--- src/rtl/fbsa_pkg.sv ---
package fbsa_pkg;

  // Map geometry
  localparam int SLOTS     = 256;
  localparam int MAP_BYTES = SLOTS / 8;
  localparam int ADDR_W    = (MAP_BYTES > 1) ? $clog2(MAP_BYTES) : 1;
  localparam int CNT_W     = $clog2(MAP_BYTES + 1);
  localparam int LIM_W     = (CNT_W > 6) ? CNT_W : 6;

  localparam logic [2:0] BIT_SEL = 3'h7;

  // Function codes
  localparam logic [2:0] FN_FIND     = 3'd0;
  localparam logic [2:0] FN_RELEASE  = 3'd1;
  localparam logic [2:0] FN_CLAIM    = 3'd2;
  localparam logic [2:0] FN_LOAD_MAP = 3'd3;
  localparam logic [2:0] FN_LOAD_CNT = 3'd4;

  typedef logic [ADDR_W-1:0] addr_t;
  typedef logic [LIM_W-1:0]  lim_t;

  typedef struct packed {
    logic [2:0] func;
    logic [7:0] slot_index;
    logic [8:0] load_value;
  } item_t;

  typedef struct packed {
    logic       status;
    logic [7:0] free_slot;
    logic [8:0] free_total;
  } result_t;

  // Controller to datapath
  typedef struct packed {
    logic clear_wr;
    logic capture;
    logic scan_step;
    logic apply;
    logic find_done;
  } cmd_t;

  // Datapath to controller
  typedef struct packed {
    logic clear_last;
    logic is_find;
    logic scan_hit;
    logic scan_miss;
  } sts_t;

endpackage

--- src/rtl/fbsa_ram.sv ---
module fbsa_ram #(
  parameter int WIDTH = 8,
  parameter int DEPTH = 32
) (
  input  logic                     clk,
  input  logic                     we,
  input  logic [$clog2(DEPTH)-1:0] waddr,
  input  logic [WIDTH-1:0]         wdata,
  input  logic [$clog2(DEPTH)-1:0] raddr,
  output logic [WIDTH-1:0]         rdata
);

  logic [WIDTH-1:0] mem [DEPTH];

  // One write port, one registered read port
  always_ff @(posedge clk) begin
    if (we) begin
      mem[waddr] <= wdata;
    end
    rdata <= mem[raddr];
  end

endmodule

--- src/rtl/fbsa_ctrl.sv ---
module fbsa_ctrl (
  input  logic          clk,
  input  logic          rst,
  input  logic          start,
  input  fbsa_pkg::sts_t sts,
  output fbsa_pkg::cmd_t cmd,
  output logic          busy
);

  typedef enum logic [2:0] {
    ST_CLEAR,
    ST_IDLE,
    ST_SCAN,
    ST_MOD_RD,
    ST_MOD_WR
  } state_t;

  state_t state, state_next;

  // Next state and commands
  always_comb begin
    state_next = state;
    cmd        = '0;
    case (state)
      ST_CLEAR: begin
        cmd.clear_wr = 1'b1;
        if (sts.clear_last) begin
          state_next = ST_IDLE;
        end
      end
      ST_IDLE: begin
        if (start) begin
          cmd.capture = 1'b1;
          state_next  = sts.is_find ? ST_SCAN : ST_MOD_RD;
        end
      end
      ST_SCAN: begin
        cmd.scan_step = 1'b1;
        if (sts.scan_hit || sts.scan_miss) begin
          cmd.find_done = 1'b1;
          state_next    = ST_IDLE;
        end
      end
      ST_MOD_RD: begin
        state_next = ST_MOD_WR;
      end
      ST_MOD_WR: begin
        cmd.apply  = 1'b1;
        state_next = ST_IDLE;
      end
      default: begin
        state_next = ST_IDLE;
      end
    endcase
  end

  // State and busy flag
  always_ff @(posedge clk) begin
    if (rst) begin
      state <= ST_CLEAR;
      busy  <= 1'b1;
    end else begin
      state <= state_next;
      busy  <= (state_next != ST_IDLE);
    end
  end

endmodule

--- src/rtl/fbsa_dp.sv ---
module fbsa_dp (
  input  logic             clk,
  input  logic             rst,
  input  fbsa_pkg::item_t  item,
  input  logic             slot_count_we,
  input  logic [8:0]       slot_count_wdata,
  input  fbsa_pkg::cmd_t   cmd,
  output fbsa_pkg::sts_t   sts,
  output fbsa_pkg::result_t result,
  output logic             done
);

  fbsa_pkg::item_t item_q;
  logic [8:0]      slot_count;
  logic [8:0]      free_counter;
  logic [8:0]      free_counter_next;
  fbsa_pkg::addr_t clr_ptr;
  fbsa_pkg::lim_t  issue_ptr;
  fbsa_pkg::addr_t chk_ptr;
  logic            pend;
  fbsa_pkg::lim_t  limit;
  logic            issue_ok;

  logic            ram_we;
  fbsa_pkg::addr_t ram_waddr;
  logic [7:0]      ram_wdata;
  fbsa_pkg::addr_t ram_raddr;
  logic [7:0]      ram_rdata;

  logic [4:0]      byte_sel;
  fbsa_pkg::addr_t byte_addr;
  logic            in_map;
  logic [7:0]      bit_mask;
  logic            map_we;
  logic [7:0]      new_byte;
  logic [9:0]      cnt_inc;
  logic [2:0]      low_bit;

  // Item decode
  assign byte_sel  = item_q.slot_index[7:3];
  assign byte_addr = fbsa_pkg::addr_t'(byte_sel);
  assign in_map    = 32'(byte_sel) < fbsa_pkg::MAP_BYTES;
  assign bit_mask  = 8'(1) << (item_q.slot_index[2:0] & fbsa_pkg::BIT_SEL);

  // Scan bound: slot_count/8 bytes, never beyond the map
  always_comb begin
    if (fbsa_pkg::lim_t'(slot_count[8:3]) > fbsa_pkg::lim_t'(fbsa_pkg::MAP_BYTES)) begin
      limit = fbsa_pkg::lim_t'(fbsa_pkg::MAP_BYTES);
    end else begin
      limit = fbsa_pkg::lim_t'(slot_count[8:3]);
    end
  end

  assign issue_ok = issue_ptr < limit;

  // Lowest set bit of the byte under check
  always_comb begin
    low_bit = 3'd7;
    for (int i = 6; i >= 0; i--) begin
      if (ram_rdata[i]) begin
        low_bit = 3'(i);
      end
    end
  end

  // Status to controller
  assign sts.clear_last = (clr_ptr == fbsa_pkg::addr_t'(fbsa_pkg::MAP_BYTES - 1));
  assign sts.is_find    = (item.func == fbsa_pkg::FN_FIND);
  assign sts.scan_hit   = pend && (ram_rdata != 8'h00);
  assign sts.scan_miss  = !pend && !issue_ok;

  // Byte update and counter update for modify items
  always_comb begin
    map_we            = 1'b0;
    new_byte          = ram_rdata;
    free_counter_next = free_counter;
    cnt_inc           = {1'b0, free_counter} + 10'd1;
    case (item_q.func)
      fbsa_pkg::FN_RELEASE: begin
        map_we   = in_map;
        new_byte = ram_rdata | bit_mask;
        if (cnt_inc < {1'b0, slot_count}) begin
          free_counter_next = cnt_inc[8:0];
        end else begin
          free_counter_next = slot_count;
        end
      end
      fbsa_pkg::FN_CLAIM: begin
        new_byte = ram_rdata & ~bit_mask;
        if (in_map && ((ram_rdata & bit_mask) != 8'h00)) begin
          map_we = 1'b1;
          if (free_counter != 9'd0) begin
            free_counter_next = free_counter - 9'd1;
          end
        end
      end
      fbsa_pkg::FN_LOAD_MAP: begin
        map_we   = in_map;
        new_byte = item_q.load_value[7:0];
      end
      fbsa_pkg::FN_LOAD_CNT: begin
        if (item_q.load_value < slot_count) begin
          free_counter_next = item_q.load_value;
        end else begin
          free_counter_next = slot_count;
        end
      end
      default: begin
        map_we = 1'b0;
      end
    endcase
  end

  // Bitmap memory ports
  assign ram_we    = cmd.clear_wr || (cmd.apply && map_we);
  assign ram_waddr = cmd.clear_wr ? clr_ptr : byte_addr;
  assign ram_wdata = cmd.clear_wr ? 8'h00 : new_byte;
  assign ram_raddr = cmd.scan_step ? fbsa_pkg::addr_t'(issue_ptr) : byte_addr;

  fbsa_ram #(
    .WIDTH (8),
    .DEPTH (fbsa_pkg::MAP_BYTES)
  ) u_map (
    .clk   (clk),
    .we    (ram_we),
    .waddr (ram_waddr),
    .wdata (ram_wdata),
    .raddr (ram_raddr),
    .rdata (ram_rdata)
  );

  // Control registers
  always_ff @(posedge clk) begin
    if (rst) begin
      slot_count   <= 9'd256;
      free_counter <= 9'd0;
      clr_ptr      <= '0;
      issue_ptr    <= '0;
      pend         <= 1'b0;
      done         <= 1'b0;
    end else begin
      done <= cmd.apply || cmd.find_done;
      if (slot_count_we) begin
        slot_count <= slot_count_wdata;
      end
      if (cmd.clear_wr) begin
        clr_ptr <= clr_ptr + fbsa_pkg::addr_t'(1);
      end
      if (cmd.apply) begin
        free_counter <= free_counter_next;
      end
      if (cmd.capture) begin
        issue_ptr <= '0;
        pend      <= 1'b0;
      end else if (cmd.scan_step) begin
        pend <= issue_ok;
        if (issue_ok) begin
          issue_ptr <= issue_ptr + fbsa_pkg::lim_t'(1);
        end
      end
    end
  end

  // Payload registers
  always_ff @(posedge clk) begin
    if (cmd.capture) begin
      item_q <= item;
    end
    if (cmd.scan_step) begin
      chk_ptr <= fbsa_pkg::addr_t'(issue_ptr);
    end
    if (cmd.apply) begin
      result.status     <= 1'b0;
      result.free_slot  <= 8'd0;
      result.free_total <= free_counter_next;
    end else if (cmd.find_done) begin
      result.status     <= !sts.scan_hit;
      result.free_slot  <= sts.scan_hit ? 8'({chk_ptr, low_bit}) : 8'd0;
      result.free_total <= free_counter;
    end
  end

endmodule

--- src/rtl/free_bitmap_slot_allocator_unit.sv ---
// Free-slot bitmap allocator. Raise start with an item while busy is low; the item is
// taken at that edge and busy stays high until its one result is posted. The result is
// on result for exactly one cycle with done high and cannot be held off, so capture it
// then. Find reads one bitmap byte per cycle from the single read port of the bitmap
// RAM and posts its result on the first nonzero byte, or a miss once slot_count/8 bytes
// (at most SLOTS/8) are read. Release, claim and both loads run a byte read, a write-back
// and a result. After reset a clearing pass zeroes the bitmap, one byte a cycle over all
// SLOTS/8 bytes (32 at 256 slots), with busy high; slot_count writes are taken
// at any time and should be made while idle.
module free_bitmap_slot_allocator_unit (
  input  logic              clk,
  input  logic              rst,
  input  logic              start,
  input  fbsa_pkg::item_t   item,
  output logic              busy,
  output logic              done,
  output fbsa_pkg::result_t result,
  input  logic              slot_count_we,
  input  logic [8:0]        slot_count_wdata
);

  fbsa_pkg::cmd_t cmd;
  fbsa_pkg::sts_t sts;

  fbsa_ctrl u_ctrl (
    .clk   (clk),
    .rst   (rst),
    .start (start),
    .sts   (sts),
    .cmd   (cmd),
    .busy  (busy)
  );

  fbsa_dp u_dp (
    .clk              (clk),
    .rst              (rst),
    .item             (item),
    .slot_count_we    (slot_count_we),
    .slot_count_wdata (slot_count_wdata),
    .cmd              (cmd),
    .sts              (sts),
    .result           (result),
    .done             (done)
  );

endmodule

--- config.mk ---
export PLATFORM = sky130hd
export DESIGN_NAME = free_bitmap_slot_allocator_unit
export DESIGN_NICKNAME = d
export VERILOG_FILES = /design/src/rtl/fbsa_pkg.sv /design/src/rtl/fbsa_ram.sv /design/src/rtl/fbsa_ctrl.sv /design/src/rtl/fbsa_dp.sv /design/src/rtl/free_bitmap_slot_allocator_unit.sv
export SDC_FILE = /design/constraint.sdc
export NUM_CORES = 1
export LEC_CHECK = 0
export BUFFER_PORTS_ARGS = -buffer_cell sky130_fd_sc_hd__buf_2
export CAP_MARGIN = 20
export CORE_MARGIN = 8
export CORE_UTILIZATION = 50
export CTS_CLUSTER_DIAMETER = 120
export CTS_CLUSTER_SIZE = 10
export DETAILED_ROUTE_END_ITERATION = 10
export PLACE_DENSITY = 0.69
export SKIP_CTS_REPAIR_TIMING = 1
export SYNTH_ARGS = -nofsm -noshare
export SYNTH_HDL_FRONTEND = slang
export SYNTH_SLANG_ARGS = --single-unit
--- constraint.sdc ---
create_clock -name clk -period 3.4 [get_ports clk]
set_input_delay 0.34 -clock clk [delete_from_list [all_inputs] [get_ports clk]]
set_output_delay 0.34 -clock clk [all_outputs]
set_load 0.01 [all_outputs]
After elaboration in Yosys (flattened, before gate mapping)

Memories as Yosys holds them, arrays and structs flattened. A register that Yosys moved wholly into a read port is not among the register bits.
Cells that the tools add are included.

Register bits: 78
Memory bits (writable): 256
Bits of input ports: 33
Output and inout bits: 20
Logic and storage cells: 93
Memories kept: 1

Memory list:

| memory         | words | bits a word | read ports | clocked after memory_dff | wr ports | line           | source |
|---|---|---|---|---|---|---|---|
| u_dp.u_map.mem | 32    | 8           | 1          | 1                        | 1        | fbsa_ram.sv:13 | `logic [WIDTH-1:0] mem [DEPTH];` |

Add/subtract/negate cells: 4
Magnitude comparators: 4
Equal/unequal tests: 10
Shift-type cells: 1
Multiplexer cells: 36
Bitwise operators: 4
Reductions and logical operators: 18

Operators by type and width:

| kind                                                                | number |
|---|---|
| 9-bit two-way mux                                                   | 6 |
| 3-bit two-way mux                                                   | 9 |
| 9-bit one-hot mux with 3 select lines                               | 1 |
| 8-bit one-hot mux with 3 select lines                               | 1 |
| 8-bit AND                                                           | 2 |
| 8-bit two-way mux                                                   | 2 |
| 8-bit nonzero test                                                  | 2 |
| 3-bit by 2-bit == test with 1-bit output (second input constant)    | 4 |
| 1-bit two-way mux                                                   | 12 |
| 3-bit one-hot mux with 4 select lines                               | 1 |
| 9-bit by 1-bit adder with 10-bit output (second input constant)     | 1 |
| 10-bit by 9-bit < comparator with 1-bit output                      | 1 |
| 5-bit two-way mux                                                   | 2 |
| 9-bit < comparator                                                  | 1 |
| 9-bit nonzero test                                                  | 1 |
| 9-bit by 1-bit subtractor with 9-bit output (second input constant) | 1 |
| 8-bit NOT                                                           | 1 |
| 8-bit OR                                                            | 1 |
| 1-bit by 3-bit << shifter with 8-bit output (first input constant)  | 1 |
| 6-bit by 1-bit adder with 6-bit output (second input constant)      | 1 |
| 3-bit by 1-bit == test with 1-bit output (second input constant)    | 2 |
| 3-bit == test (second input constant)                               | 2 |
| 6-bit greater-than comparator (second input constant)               | 1 |
| 3-bit zero test                                                     | 2 |
| other kinds (12)                                                    | 19 |

Longest topological paths before layout

Gate-level depths: netlist of the first run.

Word-level depth: 10
Depth in mapped cells: 11

Modules after synthesis

From an unflattened synthesis of the first run, not the netlist that was laid out.

Cell total of the unflattened synthesis: 896
Area total of the unflattened synthesis: 14,630.3 um2

By module, submodules not included:

| module    | instances | cells each | area each (um2) | seq. area each (um2) |
|---|---|---|---|---|
| fbsa_ram  | 1         | 417        | 10,053.4        | 7,847.5 |
| fbsa_dp   | 1         | 457        | 4,361.7         | 1,821.7 |
| fbsa_ctrl | 1         | 22         | 215.2           | 80.1 |

Worst setup path before layout of the first run

Ideal clock, no wire load.

Path type: reg-to-reg
From: register u_ctrl.state[0]
To: register u_dp.issue_ptr[0]
Arrival: 3,217 ps
Data required time: 3,278 ps
Path slack: 60 ps
Cell stages (with the launch flop): 6
Path buffers: 2
Period minus slack after synthesis: 3,340 ps
Path through: dfxtp_1 -> clkbuf_1 -> nor4bb_1 -> or2_2 -> clkbuf_1 -> nor2_1

RTL lines:

| item                   | line            | source |
|---|---|---|
| start, declared        | fbsa_ctrl.sv:18 | `state_t state, state_next;` |
| start signal, assigned | fbsa_ctrl.sv:63 | `state <= state_next;` |
| end signal, assigned   | fbsa_dp.sv:158  | `issue_ptr <= issue_ptr + fbsa_pkg::lim_t'(1);` |
| end, declared          | fbsa_dp.sv:18   | `fbsa_pkg::lim_t issue_ptr;` |

Worst setup path in the final report of the first run

From: register u_ctrl.state[1]
To: register u_dp.u_map.rdata[0] (read register of u_dp.u_map.mem)

Cells in the longest elaborated chain, start to end: 3

Ends and longest elaborated chain:

| item                                     | line            | source |
|---|---|---|
| 3-bit by 2-bit == test with 1-bit output | fbsa_ctrl.sv:24 | `case (state)` |
| 1-bit two-way mux                        | fbsa_ctrl.sv:24 |  |
| 5-bit two-way mux                        | fbsa_dp.sv:118  | `assign ram_raddr = cmd.scan_step ? fbsa_pkg::addr_t'(issue_ptr) : byte_addr;` |
| end, declared                            | fbsa_ram.sv:10  | `output logic [WIDTH-1:0] rdata` |

No other way between the ends.
A chain may end at the register's enable or synchronous reset.

==> summary.txt, run 1 <==
Yosys
  • Post-synth EDFFs: 290
  • Synth warnings: 0
  • Synth Area per Inst: 13.0 um^2
  • Post-Synthesis Cell Area: 14,800 um^2
  • Most used DFF post-synth: edfxtp_1
  • Post-Synthesis Cells: 1,141
  • Syn Nets: 1,200
  • Netlist cell types: 68
  • Register area share after synthesis: 0.658
  • Ys async rst share: 0
  • #FFs+latches synth: 342

Power
  • Pleak: 6.28 nW
  • Peak VDD IR: 570 uV
  • Power Density: 499 nW/um^2

STA
  • Setup TNS: 0 ps
  • Fin crit period: 3150 ps
  • Final worst-path cycle share: 0.926
  • Fmax: 318 MHz
  • Slew Viols, Final: 0
  • Relative slew slack: 0.312
  • Clock Skew: 20.5 ps
  • Setup-failing EPs final: 0
  • Worst Tran Pin Value: 1020 ps
  • RSZ-0062 raised after global routing: no
  • Final hold viol count: 0

Drt
  • WL per Instance: 23.1 um
  • Vias per cell: 6.02
  • Post-Route WL: 39,100 um
  • Post-DRT Antenna Nets: 0
  • Post-route DRC: 0
  • Vias: 10,200
  • First-pass iteration count of the detailed router: 7
  • Initial DRC Count: 971

Setup path
  • Worst EP required: 3790 ps
  • FF-to-FF setup slack: 250 ps
  • CP max FO: 19
  • Arr. time, crit path: 3540 ps
  • CP endpoint kind: flip-flop
  • Startpoint Class: flip-flop
  • CP Class: reg2reg

Floorplan
  • I/O Pins: 53
  • Total core area: 29,400 um^2
  • Die width: 188 um
  • Initial core utilization: 0.504
  • Die ar.: 35,400 um^2
  • Die Ht: 188 um
  • FP Rows: 63

Clock tree
  • Clock-pin slew on the worst setup and hold paths: 60 ps
  • Clk sinks: 342
  • Latest clock arrival within the worst-skew pair: 520 ps
  • Maximum root-to-sink buffer count: 3
  • Cts bufs inserted: 40
  • CTS tree: built
  • CTS root buf: clkbuf_16
  • H-Tree Depth: 2

Global route
  • Met2 Use GR: 0.355
  • Layer with the highest usage: met2
  • Vias in the first global route: 9,935
  • GR Layer Usage met3: 0.0449
  • Initial antenna violation count: 0
  • Largest net degree at the start of global routing: 56
  • Overall routing resource usage: 0.215
  • First-pass GRT wire length: 59,100 um
  • Grt ovf: 0
  • GR Layer Usage met1: 0.275

Placed design
  • Hpwl dp: 26,500 um
  • Placed Area: 16,000 um^2
  • PortBufs: 52
  • GP Congestion: 0.875

Finish
  • Design area: 17,300 um^2
  • Filler cells: 2,323
  • Final-stage net count: 1,328
  • Synth-to-layout area growth: 16.5%
  • Fraction of layout cells with a size suffix above 1: 0.147
  • Antenna Diode Count: 0

Flow run
  • Max-Cap Viols: 0

Outcome
  • Status: completed

Worst hold path
  • Hold Path Class: in2reg
## cell usage in the layout (no fill, tap or decap), types with 20 or more instances in the layout
master and n:
edfxtp_1 290, nand2_1 180, nor2_1 106, mux2i_1 90, a32oi_1 64, buf_4 62
buf_2 52, dfxtp_1 52, clkbuf_16 41, clkbuf_1 30, ha_1 26, nand4_1 21
a21oi_1 20
## layout make-up
class                           instances  area, um^2  share of cell area
Sequential cell                       342        9750               0.565
Multi-Input combinational cell        734        4840               0.281
Clock buffer                           71        1140              0.0660
Timing Repair Buffer                  132         946              0.0548
Tap cell                              390         488              0.0283
Inverter                               19        71.3             0.00413
Clock inverter                          3        26.3             0.00152
## metrics by stage
step | hold slack [ps] | std cells | worst slack [ps] | utilization | total power (W)
CTS | -20.7 | 1677 | 227 | 0.582 | 0.00866
global placement | 454 | 1603 | 269 | 0.542 | 0.00483
detailed placement | 454 | 1603 | 254 | 0.542 | 0.00484
floorplan | 439 | 1141 | 60.2 | - | 0.00475
finish | 13.4 | 1691 | 251 | 0.587 | 0.00861
global route | 2.16 | 1691 | 121 | 0.587 | 0.00885
## registers in the layout (all words and copies together), names as in the netlist
| name | cells |
|---|---|
| u_dp.item_q | 15 |
| u_ctrl.state | 3 |
| u_dp.clr_ptr | 5 |
| u_dp.u_map.mem | 256 |
| u_dp.free_counter | 9 |
| u_dp.result | 18 |
| u_ctrl.busy | 1 |
| u_dp.chk_ptr | 5 |
| u_dp.pend | 1 |
| u_dp.byte_addr | 5 |
| u_dp.done | 1 |
| u_dp.issue_ptr | 6 |
| u_dp.u_map.rdata | 8 |
| u_dp.slot_count | 9 |
## final timing paths
check                              from                            to  depth (start not counted)
max          u_ctrl.state[1]$_SDFF_PP0_   u_dp.u_map.rdata[0]$_DFF_P_                          6
min reg2reg   u_dp.chk_ptr[1]$_DFFE_PP_  u_dp.result[13]$_SDFFE_PP0P_                          1
max reg2reg  u_ctrl.state[1]$_SDFF_PP0_   u_dp.u_map.rdata[0]$_DFF_P_                          6
min                            item[10]     u_dp.item_q[10]$_DFFE_PP_                          1
## cell usage after synthesis (3+ instances only)
| master | number | share of area |
|---|---|---|
| a211oi_1 | 11 | 0.0056 |
| o31a_1 | 3 | 0.0018 |
| o21ai_0 | 10 | 0.0034 |
| nor4_1 | 4 | 0.0017 |
| inv_1 | 18 | 0.0046 |
| o211a_1 | 3 | 0.0020 |
| mux2i_1 | 91 | 0.061 |
| and4_1 | 4 | 0.0024 |
| buf_2 | 11 | 0.0037 |
| o21ai_1 | 3 | 0.0010 |
| o221ai_1 | 10 | 0.0059 |
| nor3_1 | 18 | 0.0061 |
| o211ai_1 | 6 | 0.0030 |
| mux2_2 | 3 | 0.0023 |
| or3b_2 | 3 | 0.0018 |
| a22o_1 | 4 | 0.0024 |
| nand3b_1 | 7 | 0.0035 |
| xnor2_1 | 11 | 0.0065 |
| dfxtp_1 | 52 | 0.070 |
| or3_1 | 4 | 0.0017 |
| o31ai_1 | 5 | 0.0025 |
| nand3_1 | 18 | 0.0061 |
| nor2b_1 | 9 | 0.0038 |
| clkbuf_1 | 30 | 0.0076 |
| nand2_1 | 180 | 0.046 |
| a221o_1 | 4 | 0.0027 |
| a32oi_1 | 64 | 0.038 |
| edfxtp_1 | 290 | 0.59 |
| a21o_1 | 3 | 0.0015 |
| ha_1 | 26 | 0.022 |
| nand2b_1 | 3 | 0.0013 |
| a21boi_0 | 5 | 0.0025 |
| buf_6 | 4 | 0.0030 |
| and3_1 | 8 | 0.0034 |
| o21a_1 | 5 | 0.0025 |
| nand4_1 | 21 | 0.0089 |
| nor2_1 | 106 | 0.027 |
| xor2_1 | 5 | 0.0030 |
| a31oi_1 | 7 | 0.0030 |
| nor3b_1 | 8 | 0.0041 |
| a21oi_1 | 28 | 0.0095 |
## power by group
| part | internal (W) | total, W | switching (W) |
|---|---|---|---|
| Combinational | 0.0000770 | 0.000196 | 0.000119 |
| Clock | 0.00226 | 0.00385 | 0.00159 |
| Sequential | 0.00454 | 0.00457 | 0.0000270 |
## routing by layer
layer  vias to the layer above  share of wire
li1                       4650              -
met1                      4985           0.40
met2                       464           0.48
met3                        83          0.079
met4                         0          0.034
met5                         -              0
## worst max-delay path: stages, from the launching register on
cell and delay (ps):
dfxtp_1 470, or3b_2 730, mux2_2 400, nor2_1 680, a32oi_1 380, nand4_1 290
nor2_1 60
## logic make-up after synthesis
logic type | after synthesis | share of synthesized area
mux | 95 | 0.0653
compound gates | 191 | 0.0995
fa+ha+maj | 26 | 0.0220
flops | 342 | 0.658
buf+inv | 65 | 0.0194
xor+xnor | 16 | 0.00946
simple gates | 406 | 0.126
Power figures use the tool's default switching activity.
==> run 2: changes to the inputs <==
--- a/config.mk
+++ b/config.mk
@@ -12,7 +12,7 @@
 export CTS_CLUSTER_DIAMETER = 120
 export CTS_CLUSTER_SIZE = 10
 export DETAILED_ROUTE_END_ITERATION = 10
-export PLACE_DENSITY = 0.69
+export PLACE_DENSITY_LB_ADDON = 0.3
 export SKIP_CTS_REPAIR_TIMING = 1
 export SYNTH_ARGS = -nofsm -noshare
 export SYNTH_HDL_FRONTEND = slang
==> summary.txt, run 2 (synthesis gave the netlist of run 1 again) <==
Outcome
  • Status: completed

STA
  • Final WS setup: 336 ps (+84.9 ps)
  • Fin crit period: 3060 ps (-84.9 ps)
  • Worst Tran Pin Value: 793 ps (-232 ps)
  • Slew Viols, Final: 0 (unchanged)
  • RSZ-0062 raised after global routing: no
  • Clock Skew: 27.9 ps (+7.47 ps)
  • Relative slew slack: 0.468 (+0.156)
  • Fmax: 326 MHz (+2.8%)
  • Final hold viol count: 0 (unchanged)
  • Final worst-path cycle share: 0.901 (-0.0250)
  • Setup-failing EPs final: 0 (unchanged)
  • Setup TNS: 0 ps (unchanged)

Global route
  • Initial antenna violation count: 0 (unchanged)
  • Overall routing resource usage: 0.220 (+0.00560)
  • Grt ovf: 0 (unchanged)
  • Met2 Use GR: 0.366 (+0.0107)
  • GR Layer Usage met3: 0.0412 (-0.00371)
  • Layer with the highest usage: met2
  • First-pass GRT wire length: 60,600 um (+2.5%)
  • Largest net degree at the start of global routing: 42 (-25%)
  • Vias in the first global route: 10,100 (+1.6%)
  • GR Layer Usage met1: 0.282 (+0.00664)

Placed design
  • Hpwl dp: 27,100 um (+2.3%)
  • Pre-CTS setup slack: 288 ps (+33.8 ps)
  • PortBufs: 52 (unchanged)
  • GP Congestion: 0.927 (+5.9%)
  • Placed insts: 1,613 (+0.62%)

Power
  • Power Density: 502 nW/um^2 (+0.57%)
  • Peak VDD IR: 475 uV (-17%)
  • Pleak: 6.35 nW (+1.1%)
  • Total Power: 0.00872 W (+1.2%)

Finish
  • Final-stage net count: 1,339 (+0.83%)
  • Largest registers: u_dp.u_map.mem: 256 flops, u_dp.result: 18 flops, u_dp.item_q: 15 flops
  • Most flop-heavy register: u_dp.u_map.mem
  • Commonest non-fill, non-tap cell in the layout: edfxtp_1
  • Antenna Diode Count: 0 (unchanged)
  • Filler cells: 2,313 (-0.43%)
  • Max FFs per register: 256 (unchanged)
  • Post-route insts no fill: 1,698 (+0.41%)
  • Register area: 9750 um^2 (about the same)
  • Synth-to-layout area growth: 17.3%
  • Fraction of layout cells with a size suffix above 1: 0.155 (+0.00839)
  • Area occupied by multi-input gates: 4840 um^2 (unchanged)
  • Most frequent cells in the layout: 290 x edfxtp_1, 180 x nand2_1, 106 x nor2_1

Floorplan
  • Die width: 188 um (unchanged)
  • Die ar.: 35,400 um^2 (unchanged)
  • Initial core utilization: 0.504 (unchanged)
  • Die Ht: 188 um (unchanged)
  • FP Rows: 63 (unchanged)
  • I/O Pins: 53 (unchanged)
  • Total core area: 29,400 um^2 (unchanged)

Drt
  • Vias per cell: 6.06 (+0.71%)
  • First-pass iteration count of the detailed router: 5 (-2)
  • Vias: 10,300 (+1.1%)
  • Post-Route WL: 39,900 um (+2.1%)
  • Initial DRC Count: 1,036 (+6.7%)
  • Post-route DRC: 0 (unchanged)
  • WL per Instance: 23.5 um (+1.6%)
  • Post-DRT Antenna Nets: 0 (unchanged)

Setup path
  • CP endpoint kind: flip-flop
  • Arr. time, crit path: 3230 ps (-310 ps)
  • Worst EP required: 3560 ps (-230 ps)
  • CP Class: reg2reg
  • CP max FO: 12 (-7)
  • Startpoint Class: flip-flop

Clock tree
  • Clock-pin slew on the worst setup and hold paths: 50 ps (about the same)
  • Cts bufs inserted: 40 (unchanged)
  • H-Tree Depth: 2 (unchanged)
  • Maximum root-to-sink buffer count: 3 (unchanged)
  • CTS tree: built
  • CTS root buf: clkbuf_16
  • Latest clock arrival within the worst-skew pair: 540 ps (+20 ps)
  • Clk sinks: 342 (unchanged)

Worst hold path
  • Hold Path Class: in2reg

Flow run
  • Max-Cap Viols: 0 (unchanged)
==> run 2: per-layer routing <==
layer / vias up / wire (um) / part of all wire
li1: 4663 / - / -
met1: 5069 / 16000 / 0.40
met2: 465 / 19400 / 0.49
met3: 100 / 3010 / 0.075
met4: 0 / 1500 / 0.038
met5: - / 0 / 0
==> run 2: worst paths after layout <==
check / start / slack [ps] / to / cells after the start
worst max-delay path: u_dp.item_q[10]$_DFFE_PP_ / 340 / u_dp.u_map.mem[7][2]$_DFFE_PP_ / 6
worst min register to register: u_dp.chk_ptr[4]$_DFFE_PP_ / 470 / u_dp.result[16]$_SDFFE_PP0P_ / 1
worst max register to register: u_dp.item_q[10]$_DFFE_PP_ / 340 / u_dp.u_map.mem[7][2]$_DFFE_PP_ / 6
worst min-delay path: item[11] / 9 / u_dp.item_q[11]$_DFFE_PP_ / 1
==> run 2: power breakdown <==
part	internal [W]	switching [W]	total, W
logic	0.0000799	0.000114	0.000194
registers	0.00454	0.0000277	0.00457
clock network	0.00233	0.00163	0.00396
total	0.00695	0.00177	0.00872
==> run 2: worst max-delay path: stages (launching register included) <==
cell and delay, ps:
edfxtp_1 650, mux2i_1 150, mux4_2 550, o21bai_1 230
a31o_2 240, nand2_1 240, nor2_1 640
==> run 2: area by class of cell <==
type	instances	share of cell area
clock buffer	66	0.0644
clock inverter	4	0.00432
inverter	19	0.00410
multi-input combinational	734	0.279
sequential	342	0.561
tap	390	0.0281
timing repair buffer	143	0.0593
==> run 2: stage by stage <==
step | hold slack, ps | utilization | instance area [um^2]
floorplan | 439 | - | 14800
global placement | 450 | 0.545 | 16000
detailed placement | 453 | 0.545 | 16000
CTS | -37.8 | 0.586 | 17200
global route | 0.797 | 0.591 | 17400
finish | 9.28 | 0.591 | 17400
==> run 3: changes to the inputs <==
--- a/config.mk
+++ b/config.mk
@@ -8,7 +8,7 @@
 export BUFFER_PORTS_ARGS = -buffer_cell sky130_fd_sc_hd__buf_2
 export CAP_MARGIN = 20
 export CORE_MARGIN = 8
-export CORE_UTILIZATION = 50
+export CORE_UTILIZATION = 30
 export CTS_CLUSTER_DIAMETER = 120
 export CTS_CLUSTER_SIZE = 10
 export DETAILED_ROUTE_END_ITERATION = 10
==> summary.txt, run 3 (synthesis gave the netlist of run 1 again) <==
Setup path
  • Arr. time, crit path: 3660 ps (+430 ps)
  • R2R depth: 9 (+3)
  • Most frequent CP cell: ha_1
  • Startpoint Class: flip-flop
  • Crit path max-delay family: compound AO/OA/AOI/OAI gates
  • WP buf/inv: 0 (unchanged)
  • CP Class: reg2reg
  • Worst EP required: 3850 ps (+290 ps)
  • CP endpoint kind: flip-flop
  • Reg2reg end: u_dp.free_counter[2]$_SDFFE_PP0P_
  • FF-to-FF setup slack: 190 ps (-140 ps)
  • Slowest cell on crit path: dfxtp_1
  • Crit-path cells: ha_1 -> xor2_1 -> ha_1 -> and4_1 -> o21a_1 -> o31ai_1 -> a21oi_1 -> or2_2 -> a221o_1
  • Delay of the slowest critical-path stage: 500 ps (-150 ps)
  • CP max FO: 9 (-3)
  • FF-to-FF Start: u_dp.free_counter[0]$_SDFFE_PP0P_

Floorplan
  • Initial core utilization: 0.303 (-0.201)
  • I/O Pins: 53 (unchanged)
  • Die ar.: 56,800 um^2 (+60%)
  • Die Ht: 238 um (+27%)
  • Total core area: 48,800 um^2 (+66%)
  • Die width: 238 um (+27%)
  • FP Rows: 81 (+29%)

STA
  • Setup TNS: 0 ps (unchanged)
  • Worst Tran Pin Value: 946 ps (+153 ps)
  • Clock Skew: 38.8 ps (+10.9 ps)
  • Relative slew slack: 0.365 (-0.104)
  • Fmax: 312 MHz (-4.5%)
  • Final worst-path cycle share: 0.943 (+0.0420)
  • Final hold viol count: 0 (unchanged)
  • Slew Viols, Final: 0 (unchanged)
  • Setup-failing EPs final: 0 (unchanged)
  • RSZ-0062 raised after global routing: no
  • Fin crit period: 3210 ps (+143 ps)

Finish
  • Synth-to-layout area growth: 19.0%
  • Utilization after layout: 0.361 (-0.230)
  • Most flop-heavy register: u_dp.u_map.mem
  • Antenna Diode Count: 0 (unchanged)
  • Most frequent cells in the layout: 290 x edfxtp_1, 180 x nand2_1, 106 x nor2_1
  • Final-stage net count: 1,330 (-0.67%)
  • Largest registers: u_dp.u_map.mem: 256 flops, u_dp.result: 18 flops, u_dp.item_q: 15 flops
  • Max FFs per register: 256 (unchanged)
  • Commonest non-fill, non-tap cell in the layout: edfxtp_1
  • Fraction of layout cells with a size suffix above 1: 0.147 (-0.00850)
  • Design area: 17,600 um^2 (+1.5%)

Placed design
  • GP Congestion: 0.880 (-5.0%)
  • Placed Area: 16,300 um^2 (+1.6%)
  • PortBufs: 52 (unchanged)
  • Hpwl dp: 27,400 um (+1.3%)

Drt
  • Vias: 9,957 (-3.3%)
  • Vias per cell: 5.06 (-16%)
  • Post-DRT Antenna Nets: 0 (unchanged)
  • WL per Instance: 20.8 um (-12%)
  • Post-route DRC: 0 (unchanged)
  • Post-Route WL: 40,800 um (+2.3%)
  • First-pass iteration count of the detailed router: 7 (+2)
  • Initial DRC Count: 1,008 (-2.7%)

Clock tree
  • H-Tree Depth: 2 (unchanged)
  • Maximum root-to-sink buffer count: 3 (unchanged)
  • CTS tree: built
  • Clk sinks: 342 (unchanged)
  • Latest clock arrival within the worst-skew pair: 580 ps (+40 ps)
  • Cts bufs inserted: 40 (unchanged)
  • Clock-pin slew on the worst setup and hold paths: 70 ps (+20 ps)
  • CTS root buf: clkbuf_16

Outcome
  • Status: completed

Power
  • Share of total power in combinational logic: 0.023 (about the same)
  • Power Density: 493 nW/um^2 (-1.8%)
  • Int Pwr: 0.00686 W (-1.4%)
  • Pleak: 6.29 nW (-0.93%)
  • Switch Pwr: 0.00184 W (+3.8%)
  • Seq pwr share: 0.525 (about the same)
  • Clock share of power: 0.452 (-0.002)
  • Sw Ratio: 0.211 (+0.00834)
  • Peak VDD IR: 369 uV (-22%)

Global route
  • Vias in the first global route: 9,668 (-4.2%)
  • Overall routing resource usage: 0.140 (-0.0802)
  • Initial antenna violation count: 0 (unchanged)
  • Grt ovf: 0 (unchanged)
  • Largest net degree at the start of global routing: 77 (+83%)
  • First-pass GRT wire length: 61,200 um (+1.1%)

Worst hold path
  • Critical hold path startpoint: slot_count_wdata[0]
  • Hold Path Cell Cnt: 3 (+2)
  • Hold Path Class: in2reg
  • Hold EP: u_dp.slot_count[0]$_SDFFE_PP0P_

Flow run
  • Max-Cap Viols: 0 (unchanged)
run 3: cell type report:
class	instances	area, um^2
Multi-Input combinational cell	734	4840
Clock inverter	4	77.6
Fill cell	4786	31200
Inverter	19	71.3
Clock buffer	69	1110
Sequential cell	342	9750
Tap cell	664	831
Timing Repair Buffer	134	953
run 3: worst register-to-register path: stages, from the launching register on:
cell and delay, ps:
dfxtp_1 500, ha_1 290, xor2_1 350, ha_1 290, and4_1 200, o21a_1 110
o31ai_1 360, a21oi_1 300, or2_2 370, a221o_1 310
run 3: power groups by stage:
stage | registers [W] | clock network (W) | logic (W)
global placement | 0.00465 | 0 | 0.000182
global route | 0.00457 | 0.00421 | 0.000218
detailed placement | 0.00465 | 0 | 0.000184
CTS | 0.00457 | 0.00404 | 0.000185
floorplan | 0.00465 | 0 | 0.000100
finish | 0.00457 | 0.00393 | 0.000197
run 3: metrics by stage:
step | hold slack [ps] | power (W) | setup slack [ps] | std cells
detailed placement | 459 | 0.00484 | 169 | 1877
finish | 12.0 | 0.00869 | 194 | 1966
floorplan | 439 | 0.00475 | 60.2 | 1141
global placement | 448 | 0.00484 | 132 | 1877
CTS | -92.8 | 0.00880 | 140 | 1950
global route | 0.0201 | 0.00900 | 6.00 | 1966
run 3: how the worst max path moves through the flow:
stage,startpoint,end,slack (ps),depth (start not counted)
floorplan,u_ctrl.state[0]$_SDFF_PP0_,u_dp.issue_ptr[0]$_SDFFE_PP0P_,60,5
global placement,u_dp.free_counter[0]$_SDFFE_PP0P_,u_dp.result[5]$_DFFE_PP_,130,10
detailed placement,u_dp.free_counter[0]$_SDFFE_PP0P_,u_dp.result[5]$_DFFE_PP_,170,10
CTS,u_dp.free_counter[0]$_SDFFE_PP0P_,u_dp.result[5]$_DFFE_PP_,140,10
global route,u_dp.free_counter[0]$_SDFFE_PP0P_,u_dp.result[5]$_DFFE_PP_,6,9
finish,u_dp.free_counter[0]$_SDFFE_PP0P_,u_dp.free_counter[2]$_SDFFE_PP0P_,190,9
run 3: layer usage:
layer | vias to the layer above | track usage | wire length, um
li1 | 4659 | - | -
met1 | 4910 | 0.189 | 18300
met2 | 315 | 0.225 | 19000
met3 | 73 | 0.0253 | 2210
met4 | 0 | 0.0512 | 1270
met5 | - | 0 | 0
